`config.mk`:
```
export PLATFORM = sky130hd
export DESIGN_NAME = spatial_information_accumulator_core
export DESIGN_NICKNAME = d
export VERILOG_FILES = /design/src/rtl/core/sia_pkg.sv /design/src/rtl/core/sia_div.sv /design/src/rtl/core/spatial_information_accumulator_core.sv
export SDC_FILE = /design/constraint.sdc
export NUM_CORES = 2
export LEC_CHECK = 0
export BUFFER_PORTS_ARGS = -buffer_cell sky130_fd_sc_hd__buf_2
export CAP_MARGIN = 20
export CORE_MARGIN = 4
export CORE_UTILIZATION = 65
export DETAILED_ROUTE_END_ITERATION = 6
export MAX_ROUTING_LAYER = met4
export PLACE_DENSITY = 0.87
export SETUP_SLACK_MARGIN = 0.05
export SLEW_MARGIN = 25
export SYNTH_ARGS = -nofsm -noshare
export SYNTH_HDL_FRONTEND = slang
export SYNTH_SLANG_ARGS = --single-unit
```
`constraint.sdc`:
```
create_clock -name clock -period 11.3 [get_ports clock]
set_clock_uncertainty 0.15 [all_clocks]
set_input_delay 0.565 -clock clock [delete_from_list [all_inputs] [get_ports clock]]
set_output_delay 0.565 -clock clock [all_outputs]
set_load 0.02 [all_outputs]
```
`src/rtl/core/sia_pkg.sv`:
```
// Shared types and constants of the spatial information accumulator.
`default_nettype none
package sia_pkg;

   typedef struct packed {
      logic [23:0] occupancy;
      logic [31:0] cell_rate;
      logic        last_cell;
   } sia_req_type;

   typedef struct packed {
      logic signed [31:0] information;
      logic               saturated;
   } sia_rsp_type;

   typedef enum logic [0:0] {
      CSR_MEAN_RATE     = 1'b0,
      CSR_TOTAL_SAMPLES = 1'b1
   } sia_csr_type;

   typedef enum logic [3:0] {
      ST_IDLE,
      ST_DIV_R,
      ST_NORM,
      ST_LOG,
      ST_LG,
      ST_MUL1,
      ST_DIV_P,
      ST_MUL2,
      ST_ACC,
      ST_OUT
   } sia_state_type;

   localparam int unsigned SUM_W = 48;
   localparam logic signed [SUM_W-1:0] SUM_MAX = 48'sh7FFFFFFFFFFF;
   localparam logic signed [SUM_W-1:0] SUM_MIN = 48'sh800000000000;

endpackage
`default_nettype wire

```
`src/rtl/core/sia_div.sv`:
```
// Iterative restoring divider, one quotient bit per cycle.
`default_nettype none
module sia_div
   import sia_pkg::*;
#(
   parameter int unsigned NW = 48
) (
   input  wire logic          clock,
   input  wire logic          reset,
   input  wire logic          start,
   input  wire logic [NW-1:0] dividend,
   input  wire logic [31:0]   divisor,
   output logic               done,
   output logic [NW-1:0]      quotient
);
   localparam int unsigned CW = $clog2(NW + 1);

   logic [NW-1:0] q_ff, q_in;
   logic [32:0]   rem_ff, rem_in;
   logic [31:0]   d_ff, d_in;
   logic [CW-1:0] cnt_ff, cnt_in;
   logic          busy_ff, busy_in;
   logic          done_ff, done_in;
   logic [32:0]   rem_sh;
   logic [33:0]   diff;

   always_comb begin
      q_in    = q_ff;
      rem_in  = rem_ff;
      d_in    = d_ff;
      cnt_in  = cnt_ff;
      busy_in = busy_ff;
      done_in = 1'b0;
      rem_sh  = {rem_ff[31:0], q_ff[NW-1]};
      diff    = {1'b0, rem_sh} - {2'b00, d_ff};
      if (start) begin
         q_in    = dividend;
         rem_in  = '0;
         d_in    = divisor;
         cnt_in  = '0;
         busy_in = 1'b1;
      end else if (busy_ff) begin
         rem_in = diff[33] ? rem_sh : diff[32:0];
         q_in   = {q_ff[NW-2:0], ~diff[33]};
         cnt_in = cnt_ff + 1'b1;
         if (cnt_ff == CW'(NW - 1)) begin
            busy_in = 1'b0;
            done_in = 1'b1;
         end
      end
   end

   always_ff @(posedge clock) begin
      if (reset) begin
         busy_ff <= 1'b0;
         done_ff <= 1'b0;
         cnt_ff  <= '0;
      end else begin
         busy_ff <= busy_in;
         done_ff <= done_in;
         cnt_ff  <= cnt_in;
      end
      q_ff   <= q_in;
      rem_ff <= rem_in;
      d_ff   <= d_in;
   end

   assign done     = done_ff;
   assign quotient = q_ff;

endmodule
`default_nettype wire

```
`src/rtl/core/spatial_information_accumulator_core.sv`:
```
// Top level: per-cell Skaggs information term and saturating accumulation.
// Each req transaction carries one map cell (occupancy, cell_rate, last_cell).
// A cell with zero occupancy, zero rate or a rate ratio that truncates to zero
// adds nothing. Other cells add r*log2(r)*p to a 48-bit signed sum, where r is
// cell_rate/mean_rate and p is occupancy/total_samples.
// A cell marked last produces one rsp transaction with the sum in Q16.16,
// clamped with a saturated flag, and clears the sum.
// A full cell runs the bit-serial divider twice, the leading-one shift, one
// squaring per log2 bit and the bit-serial multiplier twice; a cell with
// zero occupancy or zero rate skips the arithmetic, and one whose ratio
// truncates to zero ends after the first division. req_ready is high
// only between cells.
// The result sits in an output register; a stalled receiver holds the next
// result back but not the work on the cells before it.
// Reset clears the sum and loads mean_rate = 1.0 and total_samples = 1.
// The csr port always accepts; write it only while the block is idle.
`default_nettype none
module spatial_information_accumulator_core
   import sia_pkg::*;
#(
   parameter int unsigned FRAC_BITS = 16,
   parameter int unsigned LOG_STEPS = 16
) (
   input  wire logic        clock,
   input  wire logic        reset,
   input  wire logic        req_valid,
   output logic             req_ready,
   input  wire sia_req_type req_data,
   output logic             rsp_valid,
   input  wire logic        rsp_ready,
   output sia_rsp_type      rsp_data,
   input  wire logic        csr_valid,
   output logic             csr_ready,
   input  wire logic [0:0]  csr_index,
   input  wire logic [31:0] csr_data
);
   localparam int unsigned NW  = 32 + FRAC_BITS;
   localparam int unsigned LZW = $clog2(NW);
   localparam int unsigned PW  = 24 + FRAC_BITS;
   localparam int unsigned LW  = LOG_STEPS + 6;
   localparam int unsigned LGW = LOG_STEPS + 7;
   localparam int unsigned MLW = (LW > PW) ? LW : PW;
   localparam int unsigned MCW = 38 + FRAC_BITS;
   localparam int unsigned AW  = 65 + FRAC_BITS;
   localparam int unsigned CW  = $clog2(MLW + 1);
   localparam int unsigned SHL = (FRAC_BITS < 16) ? 16 - FRAC_BITS : 0;
   localparam int unsigned SHR = (FRAC_BITS > 16) ? FRAC_BITS - 16 : 0;
   localparam logic [AW-1:0] MUL_CAP = AW'(1) << (47 + FRAC_BITS);
   localparam logic signed [55:0] Q_MAX = 56'sh0000007FFFFFFF;
   localparam logic signed [55:0] Q_MIN = 56'shFFFFFF80000000;

   sia_state_type      state_ff, state_in;
   logic [31:0]        mean_rate_ff, total_ff;
   logic [23:0]        occ_ff, occ_in;
   logic               last_ff, last_in;
   logic [NW-1:0]      r_ff, r_in, norm_ff, norm_in;
   logic [LZW-1:0]     lz_ff, lz_in;
   logic [31:0]        m_ff, m_in;
   logic [LOG_STEPS-1:0] frac_ff, frac_in;
   logic               neg_ff, neg_in;
   logic [CW-1:0]      step_ff, step_in;
   logic [AW-1:0]      acc_ff, acc_in;
   logic [MCW-1:0]     mcand_ff, mcand_in;
   logic [MLW-1:0]     mplier_ff, mplier_in;
   logic               msat_ff, msat_in;
   logic signed [SUM_W-1:0] sum_ff, sum_in;
   logic               rsp_valid_ff, rsp_valid_in;
   sia_rsp_type        rsp_data_ff, rsp_data_in;

   logic               div_start, div_done;
   logic [NW-1:0]      div_dividend, div_q;
   logic [31:0]        div_divisor, mr_eff, ts_eff;
   logic [63:0]        sq;
   logic [32:0]        sq_sh;
   logic [AW-1:0]      mul_sum;
   logic [LGW-1:0]     int_w, lg_w, lmag_w;
   logic [SUM_W-1:0]   t2;
   logic signed [SUM_W:0] term_w, s_w;
   logic signed [SUM_W-1:0] s_clamp;
   logic signed [55:0] q_w;
   logic signed [31:0] info_w;
   logic               qsat_w;

   assign mr_eff = (mean_rate_ff == '0) ? 32'd1 : mean_rate_ff;
   assign ts_eff = (total_ff == '0) ? 32'd1 : total_ff;
   assign csr_ready = 1'b1;

   always_ff @(posedge clock) begin
      if (reset) begin
         mean_rate_ff <= 32'd65536;
         total_ff     <= 32'd1;
      end else if (csr_valid) begin
         unique case (sia_csr_type'(csr_index))
            CSR_MEAN_RATE:     mean_rate_ff <= csr_data;
            CSR_TOTAL_SAMPLES: total_ff     <= {8'd0, csr_data[23:0]};
            default:           mean_rate_ff <= mean_rate_ff;
         endcase
      end
   end

   sia_div #(.NW(NW)) u_div (
      .clock    (clock),
      .reset    (reset),
      .start    (div_start),
      .dividend (div_dividend),
      .divisor  (div_divisor),
      .done     (div_done),
      .quotient (div_q)
   );

   always_comb begin
      // Shared datapath pieces.
      sq      = 64'(m_ff) * 64'(m_ff);
      sq_sh   = sq[63:31];
      mul_sum = {acc_ff[AW-2:0], 1'b0} + (mplier_ff[MLW-1] ? AW'(mcand_ff) : '0);
      int_w   = LGW'(31) - LGW'(lz_ff);
      lg_w    = (int_w << LOG_STEPS) | LGW'(frac_ff);
      lmag_w  = lg_w[LGW-1] ? (~lg_w + 1'b1) : lg_w;
      t2      = msat_ff ? SUM_MAX : acc_ff[FRAC_BITS +: SUM_W];
      term_w  = neg_ff ? -$signed({1'b0, t2}) : $signed({1'b0, t2});
      s_w     = $signed({sum_ff[SUM_W-1], sum_ff}) + term_w;
      if (s_w[SUM_W] != s_w[SUM_W-1]) begin
         s_clamp = s_w[SUM_W] ? SUM_MIN : SUM_MAX;
      end else begin
         s_clamp = s_w[SUM_W-1:0];
      end
      q_w = ($signed({{8{sum_ff[SUM_W-1]}}, sum_ff}) <<< SHL) >>> SHR;
      if (q_w > Q_MAX) begin
         info_w = Q_MAX[31:0];
         qsat_w = 1'b1;
      end else if (q_w < Q_MIN) begin
         info_w = Q_MIN[31:0];
         qsat_w = 1'b1;
      end else begin
         info_w = q_w[31:0];
         qsat_w = 1'b0;
      end
   end

   always_comb begin
      state_in     = state_ff;
      occ_in       = occ_ff;
      last_in      = last_ff;
      r_in         = r_ff;
      norm_in      = norm_ff;
      lz_in        = lz_ff;
      m_in         = m_ff;
      frac_in      = frac_ff;
      neg_in       = neg_ff;
      step_in      = step_ff;
      acc_in       = acc_ff;
      mcand_in     = mcand_ff;
      mplier_in    = mplier_ff;
      msat_in      = msat_ff;
      sum_in       = sum_ff;
      rsp_valid_in = rsp_valid_ff && !rsp_ready;
      rsp_data_in  = rsp_data_ff;
      req_ready    = 1'b0;
      div_start    = 1'b0;
      div_dividend = {8'd0, occ_ff, {FRAC_BITS{1'b0}}};
      div_divisor  = ts_eff;
      unique case (state_ff)
         ST_IDLE: begin
            req_ready    = 1'b1;
            div_dividend = {req_data.cell_rate, {FRAC_BITS{1'b0}}};
            div_divisor  = mr_eff;
            if (req_valid) begin
               occ_in  = req_data.occupancy;
               last_in = req_data.last_cell;
               if (req_data.occupancy == '0 || req_data.cell_rate == '0) begin
                  state_in = req_data.last_cell ? ST_OUT : ST_IDLE;
               end else begin
                  div_start = 1'b1;
                  state_in  = ST_DIV_R;
               end
            end
         end
         ST_DIV_R: begin
            if (div_done) begin
               r_in    = div_q;
               norm_in = div_q;
               lz_in   = '0;
               if (div_q == '0) begin
                  state_in = last_ff ? ST_OUT : ST_IDLE;
               end else begin
                  state_in = ST_NORM;
               end
            end
         end
         ST_NORM: begin
            if (norm_ff[NW-1]) begin
               m_in     = norm_ff[NW-1 -: 32];
               frac_in  = '0;
               step_in  = '0;
               state_in = ST_LOG;
            end else begin
               norm_in = {norm_ff[NW-2:0], 1'b0};
               lz_in   = lz_ff + 1'b1;
            end
         end
         ST_LOG: begin
            // Squaring the mantissa doubles its log; a carry past 2.0 is one more bit.
            m_in    = sq_sh[32] ? sq_sh[32:1] : sq_sh[31:0];
            frac_in = {frac_ff[LOG_STEPS-2:0], sq_sh[32]};
            step_in = step_ff + 1'b1;
            if (step_ff == CW'(LOG_STEPS - 1)) begin
               state_in = ST_LG;
            end
         end
         ST_LG: begin
            neg_in    = lg_w[LGW-1];
            mplier_in = MLW'(lmag_w[LW-1:0]);
            mcand_in  = MCW'(r_ff);
            acc_in    = '0;
            step_in   = '0;
            state_in  = ST_MUL1;
         end
         ST_MUL1: begin
            acc_in    = mul_sum;
            mplier_in = {mplier_ff[MLW-2:0], 1'b0};
            step_in   = step_ff + 1'b1;
            if (step_ff == CW'(MLW - 1)) begin
               mcand_in  = mul_sum[LOG_STEPS +: MCW];
               div_start = 1'b1;
               state_in  = ST_DIV_P;
            end
         end
         ST_DIV_P: begin
            if (div_done) begin
               mplier_in = MLW'(div_q[PW-1:0]);
               acc_in    = '0;
               msat_in   = 1'b0;
               step_in   = '0;
               state_in  = ST_MUL2;
            end
         end
         ST_MUL2: begin
            // Once the product reaches the clamp level its exact value no longer matters.
            if (!msat_ff) begin
               acc_in = mul_sum;
               if (mul_sum >= MUL_CAP) begin
                  msat_in = 1'b1;
               end
            end
            mplier_in = {mplier_ff[MLW-2:0], 1'b0};
            step_in   = step_ff + 1'b1;
            if (step_ff == CW'(MLW - 1)) begin
               state_in = ST_ACC;
            end
         end
         ST_ACC: begin
            sum_in   = s_clamp;
            state_in = last_ff ? ST_OUT : ST_IDLE;
         end
         ST_OUT: begin
            if (!rsp_valid_ff || rsp_ready) begin
               rsp_valid_in            = 1'b1;
               rsp_data_in.information = info_w;
               rsp_data_in.saturated   = qsat_w;
               sum_in                  = '0;
               state_in                = ST_IDLE;
            end
         end
         default: state_in = ST_IDLE;
      endcase
   end

   always_ff @(posedge clock) begin
      if (reset) begin
         state_ff     <= ST_IDLE;
         rsp_valid_ff <= 1'b0;
         sum_ff       <= '0;
         step_ff      <= '0;
         msat_ff      <= 1'b0;
      end else begin
         state_ff     <= state_in;
         rsp_valid_ff <= rsp_valid_in;
         sum_ff       <= sum_in;
         step_ff      <= step_in;
         msat_ff      <= msat_in;
      end
      occ_ff      <= occ_in;
      last_ff     <= last_in;
      r_ff        <= r_in;
      norm_ff     <= norm_in;
      lz_ff       <= lz_in;
      m_ff        <= m_in;
      frac_ff     <= frac_in;
      neg_ff      <= neg_in;
      acc_ff      <= acc_in;
      mcand_ff    <= mcand_in;
      mplier_ff   <= mplier_in;
      rsp_data_ff <= rsp_data_in;
   end

   assign rsp_valid = rsp_valid_ff;
   assign rsp_data  = rsp_data_ff;

   a_norm_nonzero: assert property (@(posedge clock) disable iff (reset)
      state_ff == ST_NORM |-> norm_ff != '0)
      else $error("leading-one search started on a zero ratio");

   a_div_done_state: assert property (@(posedge clock) disable iff (reset)
      div_done |-> (state_ff == ST_DIV_R || state_ff == ST_DIV_P))
      else $error("divider finished outside a wait state");

   a_rsp_from_out: assert property (@(posedge clock) disable iff (reset)
      $rose(rsp_valid_ff) |-> $past(state_ff) == ST_OUT)
      else $error("result loaded outside the output state");

endmodule
`default_nettype wire

```
==> Word level (Yosys, flattened, before mapping) <==
Index checks and enable logic that the tools add are counted.
{ "op_classes": {"addsub": 9, "mul": 1, "div_mod_pow": 0, "magnitude_cmp": 3, "eq_ne": 23, "n_shift": 0, "muxes": 65, "bitwise_logic": 5, "reduce_logical": 39} }
{ "op_table": {"columns": ["operator", "n"], "rows": [
  ["$mux W48", 9],
  ["$pmux W80 S4", 1],
  ["$mux W32", 6],
  ["$pmux W48 S2", 2],
  ["$mux W80", 2],
  ["$pmux W40 S3", 1],
  ["$mux W54", 2],
  ["$pmux W54 S2", 1],
  ["$logic_not A32 Y1", 3],
  ["$add A81 B54 Y81", 1],
  ["$ge A81 B64 Y1 const B", 1],
  ["$mul A32 B32 Y64", 1],
  ["$pmux W32 S2", 1],
  ["$add A48 B49 Y49", 1],
  ["$mux W49", 1],
  ["$neg A48 Y49", 1],
  ["$gt A48 B32 Y1 const B", 1],
  ["$logic_not A48 Y1", 1],
  ["$lt A48 B32 Y1 const B", 1],
  ["$mux W4", 12],
  ["$mux W40", 1],
  ["$pmux W4 S10", 1],
  ["$sub A33 B32 Y34", 1],
  ["$pmux W16 S2", 1],
  ["36 further kinds", 92]
]} }
{ "word_totals": {"regBits": 619, "latch_bits": 0, "ram_bits": 0, "romBits": 0, "in_bits": 95, "mem_count": 0} }

==> Logic depth before layout (Yosys ltp) <==
{ "logic_depth": {"word_depth": 7, "mapped_depth": 34, "ltp_nobuf": 31} }

==> By module <==
Synthesis repeated with hierarchy kept, for this count alone.
{ "hier_totals": {"cells_unflattened": 6946, "area_unflattened_um2": 65186.3} }
{ "modules_own_cells": {"columns": ["mod", "instances", "cells_per_inst", "area_each_um2", "seq_area_each_um2"], "rows": [
  ["spatial_information_accumulator_core", 1, 6275, 58235.9, 13823.3],
  ["sia_div", 1, 671, 6950.4, 3203.1]
]} }

==> Worst setup path after synthesis <==
No wires, ideal clock.
{ "synth_timing": {"path_type": "flip-flop to flip-flop", "start": "register m_ff[2]", "end": "register m_ff[24], data pin", "setup_ps": 258, "arrival_time_ps": 8214, "path_slack_ps": 2678, "path_stages_with_launch": 33, "path_buffers": 3, "period_less_slack_ps": 8622, "path_cell_list": "edfxtp_1 clkbuf_1 buf_1 nand2_1 fa_1 inv_1 fa_1 inv_1 fa_1 fa_1 inv_1 fa_1 inv_1 fa_1 inv_1 fa_1 inv_1 fa_1 inv_1 ha_1 and4_1 nand3_1 a211o_1 o211a_1 a2111o_1 nand3_1 nand3_1 nand3b_1 xnor2_1 clkbuf_1 nor2_1 a211oi_1 nor2_1"} }
{ "synth_via": {"elab_chain_cells": 3} }
{ "synth_lines": {"columns": ["item", "line", "source"], "rows": [
  ["start, declared", "spatial_information_accumulator_core.sv:58", "logic [31:0] m_ff, m_in;"],
  ["start signal, assigned", "spatial_information_accumulator_core.sv:287", "m_ff <= m_in;"],
  ["$mul A32 B32 Y64", "spatial_information_accumulator_core.sv:113", "sq = 64'(m_ff) * 64'(m_ff);"],
  ["$mux W32", "spatial_information_accumulator_core.sv:203", "m_in = sq_sh[32] ? sq_sh[32:1] : sq_sh[31:0];"],
  ["$pmux W32 S2", "spatial_information_accumulator_core.sv:162", "unique case (state_ff)"],
  ["named net m_in[24]", "spatial_information_accumulator_core.sv:58", null]
]} }
The timed path passes the listed nets, and every way through them passes these cells.
A chain may end at the register's enable or synchronous reset.

==> Final worst setup path <==
{ "layout_timing": {"start": "register m_ff[15]", "end": "register m_ff[17], data pin"} }
The elaborated chain is that of the path after synthesis.

==> summary.md <==
| Metric | Value |
|---|---|
| Area grow syn2layout | `7.297%` |
| Synth Register Bits | `619` |
| Startpoint type of the worst setup path | `register` |
| Total number of vias | `50993` |
| Critical path endpoint category | `register` |
| Main synth FF type | `edfxtp_1` |
| Vias in the first global route | `52860` |
| Ratio of cells with drive above 1 in the final layout | `0.06206` |
| I/O Pins | `131` |
| Drt drc | `3` |
| Slew Limit Fails | `0` |
| Number of buffers inserted by post-CTS setup repair | `0` |
| Cell count after synthesis | `6976` |
| RD Place Congestion | `1.016` |
| Die Span X | `323.2 microns` |
| Final setup TNS | `0 ps` |
| Worst-path clk slew | `70 ps` |
| CP arrival | `10290 ps` |
| Max Buffers Root-to-Sink | `3` |
| H-tree Lvls | `3` |
| Min-Delay Path Class | `in2reg` |
| Number of distinct library cells after synthesis | `84` |
| Final nets | `8331` |
| CP dominant cell by count | `fa_1` |
| Drt initial violations | `5140` |
| Top cell type's share of synthesized area | `0.2480` |
| Grt total ovfl | `0` |
| Critical path type | `reg2reg` |
| Clk_lat worst skew | `670 ps` |
| Setup WS pre-CTS | `1440 ps` |
| Synth warnings | `0` |
| Dominant cell type by area after synthesis | `fa_1` |
| Initial DRT Pass Iterations | `7` |
| Synth Area per Inst | `9.256 sq um` |
| Hold Violations, Final | `0` |
| Routed wire length | `185900 microns` |
| Most numerous cell in the Yosys netlist | `inv_1` |
| Relative slew slack | `0.2566` |
| Async SR Flop Fraction | `0` |
| EDFF count, synth | `463` |
| Sequential cell area | `17030 sq um` |
| DR WL/cell | `22.27 microns` |
| RSZ-0062 raised after global routing | `no` |
| Syn nets | `8307` |
| Design area | `69280 sq um` |
| CTS tree | `built` |
| TritonCTS buffer count | `71` |
| Crit path required time | `11530 ps` |
| # port buffers | `129` |
| Largest net degree at the start of global routing | `103` |
| Hpwl dp | `143600 microns` |
| Status | `complete, but fails checks` |
| Max cap viols | `0` |
| Die Span Y | `323.2 microns` |
| R2R depth | `28` |
| Post-synthesis sequential area ratio | `0.2637` |
| Core Footprint | `98420 sq um` |
| Max incr delay on CP | `660 ps` |
| Synth top cells by count | `1131 x inv_1, 875 x nand2_1, 800 x fa_1` |
| Vias/cell | `6.108` |
| Ranking of synthesized cells by area | `fa_1 25%, edfxtp_1 22%, ha_1 8.4%` |
| Root buffer cell | `clkbuf_16` |
| Endpoints failing setup | `0` |
| Worst hold stages | `3` |
| Placed instance area | `66450 sq um` |
| Crit path time final | `10060 ps` |
| DIE AREA | `104400 sq um` |
| Fmax | `99.36 MHz` |
| Area of the multi-input gates | `42160 sq um` |
| CP max stage cell | `a41oi_1` |
| Total track usage | `0.3740` |
| Failing checks | `design-rule violations` |
| Filler Cells Inserted | `7129` |
| Antenna violations before repair | `4` |
| Final WS setup | `1236 ps` |
| Netlist Area Pre-Place | `64570 sq um` |
| Post-route ant nets | `0` |
| Worst-Margin Slew | `1115 ps` |
| Resized Gates After CTS | `0` |
| Post-route clock period utilization | `0.8907` |
| Rows | `115` |
| CTS sink count | `619` |
| First-pass GRT wire length | `292400 microns` |
| Initial cell density of the core | `0.6561` |
| Max FO, Critical Path | `27` |
-- metal layers --
metal / track usage / wire length, microns / vias up
met1: 0.4295 / 66540 / 24712
met4: 0.2564 / 16070 / 0
met2: 0.5885 / 86000 / 2592
met5: - / 0 / -
met3: 0.08359 / 17310 / 789
li1: - / - / 22900
-- critical path: cells and delay by family, from the launching register on --
family                   cells  cell delay (ps)
adder cells (fa/ha/maj)      9             4480
AO/OA/AOI/OAI                9             2520
multiplexers                 1              180
flip-flops                   1              340
buffers and inverters        6             1180
XOR/XNOR                     1              180
AND/OR/NAND/NOR              2              720
-- cell families (layout without fill, tap and decap cells) --
logic type | Yosys count | in the layout | synth area share
mux | 34 | 34 | 0.005329
other cells | 1 | 4 | 0.00005808
xor+xnor | 266 | 266 | 0.03649
buf+inv | 1459 | 1541 | 0.08569
compound gates | 1224 | 1224 | 0.1215
fa+ha+maj | 1236 | 1236 | 0.3325
flops | 619 | 619 | 0.2637
simple gates | 2137 | 2137 | 0.1548
-- registers in the layout, summed over array words and instances (netlist names), 4 cells and up --
register,count
acc_ff,80
mcand_ff,54
norm_ff,48
r_ff,48
sum_ff,48
u_div.quotient,48
mplier_ff,40
rsp_data,33
m_ff,32
mean_rate_ff,32
u_div.d_ff,32
u_div.rem_ff,32
occ_ff,24
total_ff,24
frac_ff,16
lz_ff,6
step_ff,6
u_div.cnt_ff,6
state_ff,4
-- through the flow --
step | utilization | instances | hold WS [ps]
2_1_floorplan | - | 6976 | 294.4
3_3_place_gp | 0.6745 | 8162 | 305.1
3_5_place_dp | 0.6751 | 8164 | 308.5
4_1_cts | 0.7039 | 8345 | 0.5499
5_1_grt | 0.7040 | 8348 | 32.44
6_report | 0.7040 | 8348 | 27.89
-- placed cells by master, fill, tap and decap left out, types with 133 or more instances in the layout --
cell type / count
inv_1: 1130
and2_1: 336
nand2_1: 870
ha_1: 436
fa_1: 800
nor2_1: 438
a21o_1: 142
edfxtp_1: 463
dfxtp_1: 154
o21ai_0: 284
a21oi_1: 315
xnor2_1: 133
-- worst paths after layout --
check / slack (ps) / end / start
worst min register to register: 320 / mean_rate_ff[29] / mean_rate_ff[29]
worst max register to register: 1240 / m_ff[17] / m_ff[15]
worst min-delay path: 30 / mean_rate_ff[31] / csr_data[31]
worst max-delay path: 1240 / m_ff[17] / m_ff[15]
-- area by class of cell --
type,instances,share of cell area
Timing Repair Buffer,272,0.02709
Inverter,1138,0.06169
Sequential cell,619,0.2458
Multi-Input combinational cell,4898,0.6085
Clock buffer,83,0.02644
Tap cell,1287,0.02324
Clock inverter,48,0.007188
Antenna cell,3,0.0001084
-- timing repair --
action                     in CTS  in global routing
setup endpoints to repair       0                  0
hold buffers                   50                  0
hold endpoints to repair       65                  0
Power is left out: the tool's default activity adds up to more than one toggle a clock period on the data nets, which glitch-free logic cannot reach.
